[src/rtl/paragraph_line_break_optimizer_top_defines.svh]
// Assertion helpers used by the optimizer engine RTL.
`ifndef PARAGRAPH_LINE_BREAK_OPTIMIZER_TOP_DEFINES_SVH
`define PARAGRAPH_LINE_BREAK_OPTIMIZER_TOP_DEFINES_SVH

// Same-cycle implication, checked out of reset.
`define PLBO_ASSERT_IMPL(label, pre, post, msg) \
    label: assert property (@(posedge clk) disable iff (!rst_n) (pre) |-> (post)) \
        else $error(msg);

// Next-cycle implication, checked out of reset.
`define PLBO_ASSERT_NEXT(label, pre, post, msg) \
    label: assert property (@(posedge clk) disable iff (!rst_n) (pre) |=> (post)) \
        else $error(msg);

`endif

[src/rtl/plbo_pkg.sv]
package plbo_pkg;

    localparam int POS_W  = 24;
    localparam int IDX_W  = 6;
    localparam int NODE_W = 7;
    localparam int COST_W = 64;
    // working width for line slack; magnitude stays below 2^26
    localparam int D_W    = 28;
    localparam int MAG_W  = D_W - 1;

    localparam logic [COST_W-1:0] COST_INF   = '1;
    localparam logic [NODE_W-1:0] START_NODE = 7'd64;

    // configuration register indexes
    localparam logic [1:0] CFG_START_OFFSET = 2'd0;
    localparam logic [1:0] CFG_IDEAL_WIDTH  = 2'd1;
    localparam logic [1:0] CFG_DH_PENALTY   = 2'd2;

    typedef struct packed {
        logic signed [POS_W-1:0] line_end_x;
        logic signed [POS_W-1:0] next_start_x;
        logic signed [POS_W-1:0] break_penalty;
        logic                    is_hard_break;
        logic                    is_hyphen;
        logic                    last_break;
    } in_item_t;

    typedef struct packed {
        logic [IDX_W-1:0] chosen_break_index;
        logic             last_of_path;
    } out_item_t;

    typedef struct packed {
        logic signed [POS_W-1:0] start_offset;
        logic signed [POS_W-1:0] ideal_line_width;
        logic signed [POS_W-1:0] double_hyphen_penalty;
    } cfg_t;

    // geometry seen from the target end of a line
    typedef struct packed {
        logic signed [POS_W-1:0] line_end_x;
        logic signed [POS_W-1:0] break_penalty;
        logic                    hard;
        logic                    hyphen;
    } geo_t;

    // geometry seen from the source end of a line
    typedef struct packed {
        logic signed [POS_W-1:0] next_start_x;
        logic                    hyphen;
    } src_t;

    // queued load request
    typedef struct packed {
        geo_t geo;
        src_t src;
        logic last_break;
    } ld_item_t;

endpackage

[src/rtl/plbo_front.sv]
module plbo_front (
    input  logic                clk,
    input  logic                rst_n,
    input  logic                in_valid,
    output logic                in_stall,
    input  plbo_pkg::in_item_t  in_data,
    output logic                q_valid,
    output plbo_pkg::ld_item_t  q_item,
    input  logic                q_pop
);
    plbo_pkg::ld_item_t slot_reg [2];
    logic               wptr_reg, wptr_next;
    logic               rptr_reg, rptr_next;
    logic [1:0]         fill_reg, fill_next;
    plbo_pkg::ld_item_t cls;
    logic               push;
    logic               pop;

    // split the request into target and source views
    always_comb
    begin
        cls.geo.line_end_x    = in_data.line_end_x;
        cls.geo.break_penalty = in_data.break_penalty;
        cls.geo.hard          = in_data.is_hard_break;
        cls.geo.hyphen        = in_data.is_hyphen;
        cls.src.next_start_x  = in_data.next_start_x;
        cls.src.hyphen        = in_data.is_hyphen;
        cls.last_break        = in_data.last_break;
    end

    assign in_stall = (fill_reg == 2'd2);
    assign push     = in_valid && !in_stall;
    assign q_valid  = (fill_reg != 2'd0);
    assign pop      = q_pop && q_valid;
    assign q_item   = slot_reg[rptr_reg];

    // two-entry queue pointers
    always_comb
    begin
        wptr_next = push ? !wptr_reg : wptr_reg;
        rptr_next = pop  ? !rptr_reg : rptr_reg;
        fill_next = fill_reg + 2'(push) - 2'(pop);
    end

    always_ff @(posedge clk or negedge rst_n)
    begin
        if (!rst_n)
        begin
            wptr_reg <= 1'b0;
            rptr_reg <= 1'b0;
            fill_reg <= 2'd0;
        end
        else
        begin
            wptr_reg <= wptr_next;
            rptr_reg <= rptr_next;
            fill_reg <= fill_next;
        end
    end

    always_ff @(posedge clk)
    begin
        if (push)
        begin
            slot_reg[wptr_reg] <= cls;
        end
    end
endmodule

[config.mk]
export PLATFORM = sky130hd
export DESIGN_NAME = plbo_front
export DESIGN_NICKNAME = d
export VERILOG_FILES = /design/src/rtl/paragraph_line_break_optimizer_top_defines.svh /design/src/rtl/plbo_pkg.sv /design/src/rtl/plbo_front.sv
export SDC_FILE = /design/constraint.sdc
export NUM_CORES = 1
export LEC_CHECK = 0
export BUFFER_PORTS_ARGS = -buffer_cell sky130_fd_sc_hd__buf_2
export CAP_MARGIN = 20
export CORE_MARGIN = 2
export CORE_UTILIZATION = 35
export DETAILED_ROUTE_END_ITERATION = 16
export HOLD_SLACK_MARGIN = 0.08
export PLACE_DENSITY_LB_ADDON = 0.3
export SKIP_LAST_GASP = 1
export SLEW_MARGIN = 20
export SYNTH_ARGS = -nofsm -noshare
export SYNTH_HDL_FRONTEND = slang
export SYNTH_SLANG_ARGS = --single-unit
[constraint.sdc]
create_clock -name clk -period 3.9 [get_ports clk]
set_input_delay 0.195 -clock clk [delete_from_list [all_inputs] [get_ports clk]]
set_output_delay 0.195 -clock clk [all_outputs]
set_load 0.02 [all_outputs]
==> impl.org, run 1 <==
** Setup path
- STA puts the critical path data required time at 3.70 ns.
- Slack of the worst reg-to-reg path :: 1.88 ns
- Startpoint class of the critical path :: flop
- The number of cells on the worst reg-to-reg path is 4.
- STA puts the critical path data arrival time at 2.33 ns.
- Kind of capture point of the worst setup path :: output pin
- Startpoint of the worst register-to-register path :: fill_reg[1]
- Crit path kind :: flop to output pin
- The worst register-to-register path ends at slot_reg[0][70].
- Max Fanout on Critical Path :: 52

** GRT
- Aggregate global routing overflow :: 0
- The number of global-route vias before repair came to 3377.
- For this run, the total global-route usage over all layers was measured as 12.6%.
- The initial antenna violation count is 0.
- Largest net degree at the start of global routing :: 76
- The first global-routing pass estimated 16.9 mm of wire.

** Cells and area
- Fillers :: 1359
- Flip-flop count of the largest register, all copies and words added :: 150
- Synthesis-to-finish area growth :: 41.5%
- The final layout contains 579 nets.
- Ratio of cells with drive above 1 in the final layout :: 52.1%
- Number of inserted diodes :: 0

** Yosys
- For this run, asynchronously set or reset flops after synthesis account for 2.60%.
- Number of library cell types mapped by synthesis :: 17
- Synthesized netlist net count :: 333
- By area the synthesized netlist is led by sky130_fd_sc_hd__edfxtp_1 (78%), sky130_fd_sc_hd__mux2_4 (10%), sky130_fd_sc_hd__mux2_2 (6.8%), sky130_fd_sc_hd__dfrtp_1 (1.7%), sky130_fd_sc_hd__buf_6 (0.78%).
- Post-synthesis cell type with the largest combined area :: sky130_fd_sc_hd__edfxtp_1
- Dividing the synthesized area by the synthesized cell count gives 22.9 µm².
- Register area share after synthesis :: 79.7%
- The cell count after synthesis came out at 252.
- Synthesized cell area :: 0.00577 mm²
- Yosys synthesis warning count :: 0
- Number of synthesized register bits :: 154
- EDFF count, synth :: 150
- Most numerous cell in the Yosys netlist :: sky130_fd_sc_hd__edfxtp_1
- After synthesis, the most frequently instantiated cells are sky130_fd_sc_hd__edfxtp_1 (150), sky130_fd_sc_hd__mux2_4 (40), sky130_fd_sc_hd__mux2_2 (35), sky130_fd_sc_hd__buf_6 (4), sky130_fd_sc_hd__dfrtp_1 (4).
- In the synthesized netlist the dominant register cell turns out to be sky130_fd_sc_hd__edfxtp_1.
- Synth top area share :: 78.0%

** Route
- Detailed-route vias per instance :: 4.27
- Number of remaining DRC errors :: 0
- TritonRoute pass-1 iters :: 4
- Routed Wire Length :: 11.0 mm
- WL per Instance :: 15.1 µm
- DRT iter0 DRCs :: 169
- Total vias in the final route :: 3101
- In this run the remaining antenna-violating nets after routing total 0.

** Die
- Number of placement rows :: 46
- Horizontal die dimension :: 132 µm
- In this run the vertical extent of the chip is 132 µm.
- In this run the count of I/O pins placed on the die edge is 157.
- Overall die area :: 0.0175 mm²
- Core box area :: 0.0160 mm²
- Starting density of the core :: 36.1%

** Power and ir drop
- Design internal power :: 4.15 mW
- Leakage power :: 3.20 nW
- Combinational logic is responsible for 31.8% of the overall power.
- The clock network burns 27.0% of the power.
- Sequential cells account for 41.2% of the total power.
- The analysis attributes to net switching a power of 1.89 mW.
- IR analysis of the VDD net gives a maximum drop of 0.000450 V.
- Switching part of the total :: 31.3%
- The design draws 6.05 mW.
- Power density relative to cell area :: 740 mW/mm²

** Place
- Detailed placement ended at an HPWL of 6.39 mm.
- At the end of routability-driven placement, the weighted congestion stood at 0.638.
- OpenSTA, run right after detailed placement, puts the worst setup slack at 1.78 ns.
- Buffers added on ports :: 156

** Timing
- Final setup violation count :: 0
- Min Clock Period, post-route :: 2.53 ns
- The number of max-slew violations in the final report is 0.
- Share of the cycle needed by the critical path after routing :: 64.8%
- For the pin with the worst max-slew slack, the measured transition is 0.900 ns.
- Total Negative Setup Slacks :: 0 ns
- Setup repair after global routing missed its margin :: no
- F_max :: 396 MHz
- Headroom to the max-slew limit came out at 40.0%.
- Final Hold Vio Count :: 0
- Between clock sinks in the finished design, the worst skew comes to 0.00866 ns.
- The worst path meets setup with 1.37 ns of slack.

** CTS
- Clk Latency, worst-skew pair :: 0.42 ns
- TritonCTS created 17 clock buffers.
- CTS sink count :: 154
- TritonCTS built the clock tree.
- The clock passes through at most 2 buffers.
- Clock H-tree levels :: 4
- Clock slew seen by the registers of the worst setup and hold paths :: 0.06 ns
- Root Buffer Master :: sky130_fd_sc_hd__clkbuf_16
- In this run, post-CTS repair resized a total of 0 instances.
- After clock tree synthesis, the flow added hold-fix buffers numbering 76.
- Once the clock tree was built, the setup fixing pass inserted 0 buffers.

** Min path
- Worst hold path class :: input port to async pin

** Job
- Across the run, the number of max-cap violations was 0.

** Status
- Status :: finished, final reports clean
-- per-stage QoR --
stage / hold WS (ns) / util [%] / instances / cell area [µm²]
after detailed placement: 0.00477 / 42.5 / 618 / 6800
after global routing: 0.119 / 51.1 / 727 / 8170
final: 0.128 / 51.1 / 727 / 8170
after floorplan: -0.101 / - / 252 / 5780
after global placement: 0.00247 / 42.5 / 618 / 6800
after CTS: 0.0990 / 50.9 / 726 / 8150
-- how the worst max path moves through the flow --
stage / from / end / slack, ns / cells after the start
CTS: rptr_reg / q_item[19] / 1.31 / 3
global placement: rptr_reg / q_item[11] / 1.79 / 3
finish: rptr_reg / q_item[19] / 1.37 / 3
floorplan: fill_reg[1] / slot_reg[0][0] / 0.93 / 3
detailed placement: rptr_reg / q_item[19] / 1.78 / 3
global route: rptr_reg / q_item[4] / 1.25 / 3
-- layout make-up --
| class | count | area, µm² | area share, % |
|---|---|---|---|
| timing repair buffer | 236 | 1600 | 19.6 |
| clock inverter | 13 | 150 | 1.84 |
| sequential | 154 | 4610 | 56.4 |
| inverter | 2 | 7.51 | 0.0919 |
| multi-input combinational | 87 | 1100 | 13.5 |
| clock buffer | 19 | 433 | 5.30 |
| tap | 216 | 270 | 3.31 |
-- power by group through the flow --
stage / Clock, mW / Sequential (mW) / Combinational (mW)
after floorplan: 0 / 2.39 / 1.47
after global placement: 0 / 2.52 / 1.85
after detailed placement: 0 / 2.54 / 1.87
after CTS: 1.67 / 2.50 / 1.93
after global routing: 1.74 / 2.53 / 2.06
final: 1.63 / 2.49 / 1.93
-- per-layer routing --
metal / vias to the layer above / share of wire [%] / wire [µm] / track usage (%)
met4: 0 / 1.0 / 113 / 4.48
met3: 8 / 5.7 / 626 / 4.79
met1: 1499 / 43 / 4660 / 14.6
li1: 1488 / - / - / -
met5: - / 0 / 0 / 0
met2: 106 / 51 / 5560 / 21.4
-- cells in the final DEF (no fill, tap or decap) --
cell type,Yosys,final
sky130_fd_sc_hd__clkbuf_1,0,2
sky130_fd_sc_hd__buf_2,3,156
sky130_fd_sc_hd__nor2_4,0,1
sky130_fd_sc_hd__nand2b_1,1,1
sky130_fd_sc_hd__buf_12,0,1
sky130_fd_sc_hd__or2_1,1,1
sky130_fd_sc_hd__and2_1,1,1
sky130_fd_sc_hd__and3_4,0,1
sky130_fd_sc_hd__mux2_4,40,40
sky130_fd_sc_hd__dfrtp_4,0,1
sky130_fd_sc_hd__inv_6,0,1
sky130_fd_sc_hd__xnor2_1,3,3
sky130_fd_sc_hd__dfrtp_1,4,3
sky130_fd_sc_hd__edfxtp_1,150,150
sky130_fd_sc_hd__xor2_1,1,1
sky130_fd_sc_hd__nand2_1,1,1
sky130_fd_sc_hd__dlygate4sd3_1,0,76
sky130_fd_sc_hd__clkbuf_16,0,17
sky130_fd_sc_hd__ha_1,2,2
sky130_fd_sc_hd__clkinvlp_4,0,2
sky130_fd_sc_hd__inv_1,2,2
sky130_fd_sc_hd__buf_16,0,1
sky130_fd_sc_hd__clkinv_1,0,2
sky130_fd_sc_hd__mux2_2,35,35
sky130_fd_sc_hd__clkinv_2,0,4
sky130_fd_sc_hd__buf_4,2,2
sky130_fd_sc_hd__bufinv_16,0,3
sky130_fd_sc_hd__clkinv_4,0,1
-- worst max-delay path, stage by stage, from the launching register on --
cell and delay (ns):
sky130_fd_sc_hd__dfrtp_4 1.02, sky130_fd_sc_hd__buf_4 0.38, sky130_fd_sc_hd__mux2_2 0.36, sky130_fd_sc_hd__buf_2 0.16
-- kinds of logic (layout without fill, tap and decap cells) --
kind of cell  count (synthesis)  count (layout)  synth area share, %
xor+xnor                      4               4                0.607
fa+ha+maj                     2               2                0.433
buf+inv                      11             270                 1.43
flops                       154             154                 79.7
mux                          75              75                 17.2
simple gates                  6               6                0.564
(Power assumes the default switching activity.)
==> run 2: changes to the inputs <==
Clock period 3.9 ns to 2.2 ns, I/O delays scaled along.
==> run 2 against run 1 <==
Compared with the run above: clock skew increased by 0.0025 ns; register-to-register slack got worse by 1.4 ns; worst setup slack got worse by 1.2 ns; core utilization increased by 0.28 points; count of clock-buffer cells in the layout increased by 1; first-iteration DRC count decreased by 21%; die area unchanged; non-clock buffer count increased by 7; clock power increased by 64%; critical path depth unchanged; critical path type unchanged.
==> impl.org, run 2 (synthesis results as in run 1) <==
** Place
- Buffers added on ports :: 156 (unchanged)
- The HPWL after detailed placement came to 6.74 mm (+5.5%).
- RePlAce Congestion :: 0.647 (+1.4%)
- The instance area at placement came to 0.00690 mm² (+1.4%).

** Min path
- The worst hold path belongs to the class input port to flop.
- Counting instances, the worst hold path has a depth of 3.

** Timing
- Total Negative Setup Slacks :: 0 ns (unchanged)
- The relative slew slack was 71.4% (+31 points).
- Based on the critical path, the design can be clocked at up to 500 MHz.
- Pins Over Slew Limit :: 0 (unchanged)
- Share of the cycle needed by the critical path after routing :: 90.8%
- The maximum clock skew at final layout came to 0.0112 ns (+0.00254 ns).
- Setup repair after global routing missed its margin :: no
- Subtracting the final worst setup slack from the clock period gives 2.00 ns.
- The total count of hold-check failures in the final report came to 0 (unchanged).
- Least-Margin Pin Slew :: 0.430 ns (-0.470 ns)
- The number of failing setup endpoints in the final timing report is 0 (unchanged).

** Power and ir drop
- The combinational cell fraction of total power is 34.6% (+2.8 points).
- The internal portion of total power was 7.32 mW (+76%).
- The leakage power summed over all cells was 3.22 nW (+0.62%).
- The total power density per cell area came to 1290 mW/mm² (+75%).
- The maximum vdd drop was 0.000672 V (+49%).
- Switching power of the nets :: 3.31 mW (+75%)
- The switching fraction of total power is 31.1% (-0.18 points).
- Power share of the clock group :: 25.2% (-1.8 points)
- The sequential cell fraction of total power is 40.2% (-1.0 points).

** GRT
- Aggregate global routing overflow :: 0 (unchanged)
- Overall routing resource usage :: 13.1% (+0.52 points)
- The largest net degree at the start of global routing came to 76 (unchanged).
- The initial antenna violation count is 0 (unchanged).
- The global-route wire length before repair came to 17.4 mm (+2.5%).
- The number of global-route vias before repair came to 3517 (+4.1%).

** Die
- The initial core utilization came to 36.1% (unchanged).
- The number of placed I/O pins was 157 (unchanged).
- Number of placement rows :: 46 (unchanged)
- Overall die area :: 0.0175 mm² (unchanged)
- Vertical die dimension :: 132 µm (unchanged)
- The core area came to 0.0160 mm² (unchanged).
- Horizontal die dimension :: 132 µm (unchanged)

** CTS
- TritonCTS built the clock tree.
- CTS sink count :: 154 (unchanged)
- The number of resized instances in the post-cts repair step is 0 (unchanged).
- Clock slew seen by the registers of the worst setup and hold paths :: 0.05 ns (about the same)
- Clk Latency, worst-skew pair :: 0.41 ns (about the same)
- The number of buffers added by the clock tree synthesis step came to 17 (unchanged).
- Root Buffer Master :: sky130_fd_sc_hd__clkbuf_16
- The maximum clock insertion buffer count was 2 (unchanged).
- The CTS H-tree depth is 4 (unchanged).

** Cells and area
- Leaving out fill and tap cells, the most frequent cell in the layout is sky130_fd_sc_hd__buf_2.
- The share of cells above drive strength 1 was 51.3% (-0.80 points).
- Compared with the post-synthesis result, the final layout area differs by 42.3%.
- The final cell area excluding filler cells was 0.00822 mm² (+0.55%).
- The register area was 0.00461 mm² (unchanged).
- Flip-flop count of the largest register, all copies and words added :: 150 (unchanged)
- The total area of multi-input combinational cells was 0.00110 mm² (unchanged).
- In the layout the commonest cells are sky130_fd_sc_hd__buf_2 (156), sky130_fd_sc_hd__edfxtp_1 (150), sky130_fd_sc_hd__dlygate4sd3_1 (78).
- The net total in the final layout was 586 (+1.2%).
- Fillers :: 1373 (+1.0%)
- Number of inserted diodes :: 0 (unchanged)

** Route
- The vias per cell came to 4.35 (+2.0%).
- Remaining number of nets flagged by the antenna check after routing :: 0 (unchanged)
- The first-iteration detailed-routing DRC count is 133 (-21%).
- The final routed DRC violation total was 0 (unchanged).
- The total number of vias was 3189 (+2.8%).
- TritonRoute pass-1 iters :: 4 (unchanged)
- The routed length per placed instance is 15.2 µm (+0.97%).
- Routed Wire Length :: 11.2 mm (+1.8%)

** Status
- Status :: finished, final reports clean

** Setup path
- Critical path arrival :: 1.89 ns (-0.44 ns)
- Startpoint class of the critical path :: flop
- The worst setup path is of the flop to output pin kind.
- STA classifies the critical path endpoint as an output pin.
- The logic depth of the worst register-to-register path came to 7 (+3).
- Required time of the worst setup path :: 2.09 ns (-1.61 ns)
- The maximum fanout along the worst path came to 20 (-62%).

** Job
- The number of max-cap violations is 0 (unchanged).
[run 2: final timing paths]
path                             startpoint          end  slack [ns]
worst max-delay path               rptr_reg   q_item[75]        0.20
worst min-delay path               in_valid     wptr_reg        0.09
worst max register to register  fill_reg[1]  fill_reg[1]        0.48
worst min register to register  fill_reg[1]  fill_reg[1]        0.50
max in group asynchronous             rst_n     rptr_reg        1.39
min in group asynchronous             rst_n  fill_reg[0]        0.62
[run 2: layout make-up]
cell class                      count  share of cell area [%]
Timing Repair Buffer              243                    20.6
Multi-Input combinational cell     87                    13.4
Clock buffer                       20                    5.31
Clock inverter                     11                    1.26
Inverter                            2                  0.0914
Tap cell                          216                    3.29
Sequential cell                   154                    56.1
[run 2: what timing repair did]
| action | 4_1_cts | 5_1_grt |
|---|---|---|
| hold buffers | 78 | 0 |
| setup buffers | 0 | 0 |
| endpoints found under the hold margin | 155 | 0 |
[run 2: layer usage]
| metal | GRT usage (%) | part of all wire (%) |
|---|---|---|
| met1 | 14.1 | 41 |
| met2 | 23.3 | 52 |
| met3 | 5.48 | 6.0 |
| met4 | 4.12 | 1.2 |
| met5 | 0 | 0 |
[run 2: power by group through the flow]
| stage | combinational, mW | clock [mW] | sequential [mW] |
|---|---|---|---|
| finish | 3.68 | 2.68 | 4.28 |
| floorplan | 2.61 | 0 | 4.20 |
| CTS | 3.75 | 2.76 | 4.29 |
| detailed placement | 3.63 | 0 | 4.35 |
| global route | 3.93 | 2.90 | 4.35 |
| global placement | 3.60 | 0 | 4.31 |
[run 2: critical path: stages (launching register included)]
cell                      delay (ns)
sky130_fd_sc_hd__dfrtp_4        0.67
sky130_fd_sc_hd__buf_4          0.29
sky130_fd_sc_hd__mux2_2         0.34
sky130_fd_sc_hd__buf_2          0.16
[run 2: metrics by stage]
step / setup slack, ns / total power [mW] / hold WS, ns / std cells / util, %
after floorplan: 0.0543 / 6.81 / -0.186 / 252 / -
after global placement: 0.554 / 7.91 / -0.0817 / 624 / 43.1
after detailed placement: 0.474 / 7.98 / -0.0781 / 624 / 43.1
after CTS: 0.142 / 10.8 / 0.0816 / 733 / 51.4
after global routing: 0.0921 / 11.2 / 0.106 / 733 / 51.4
final: 0.201 / 10.6 / 0.0947 / 733 / 51.4
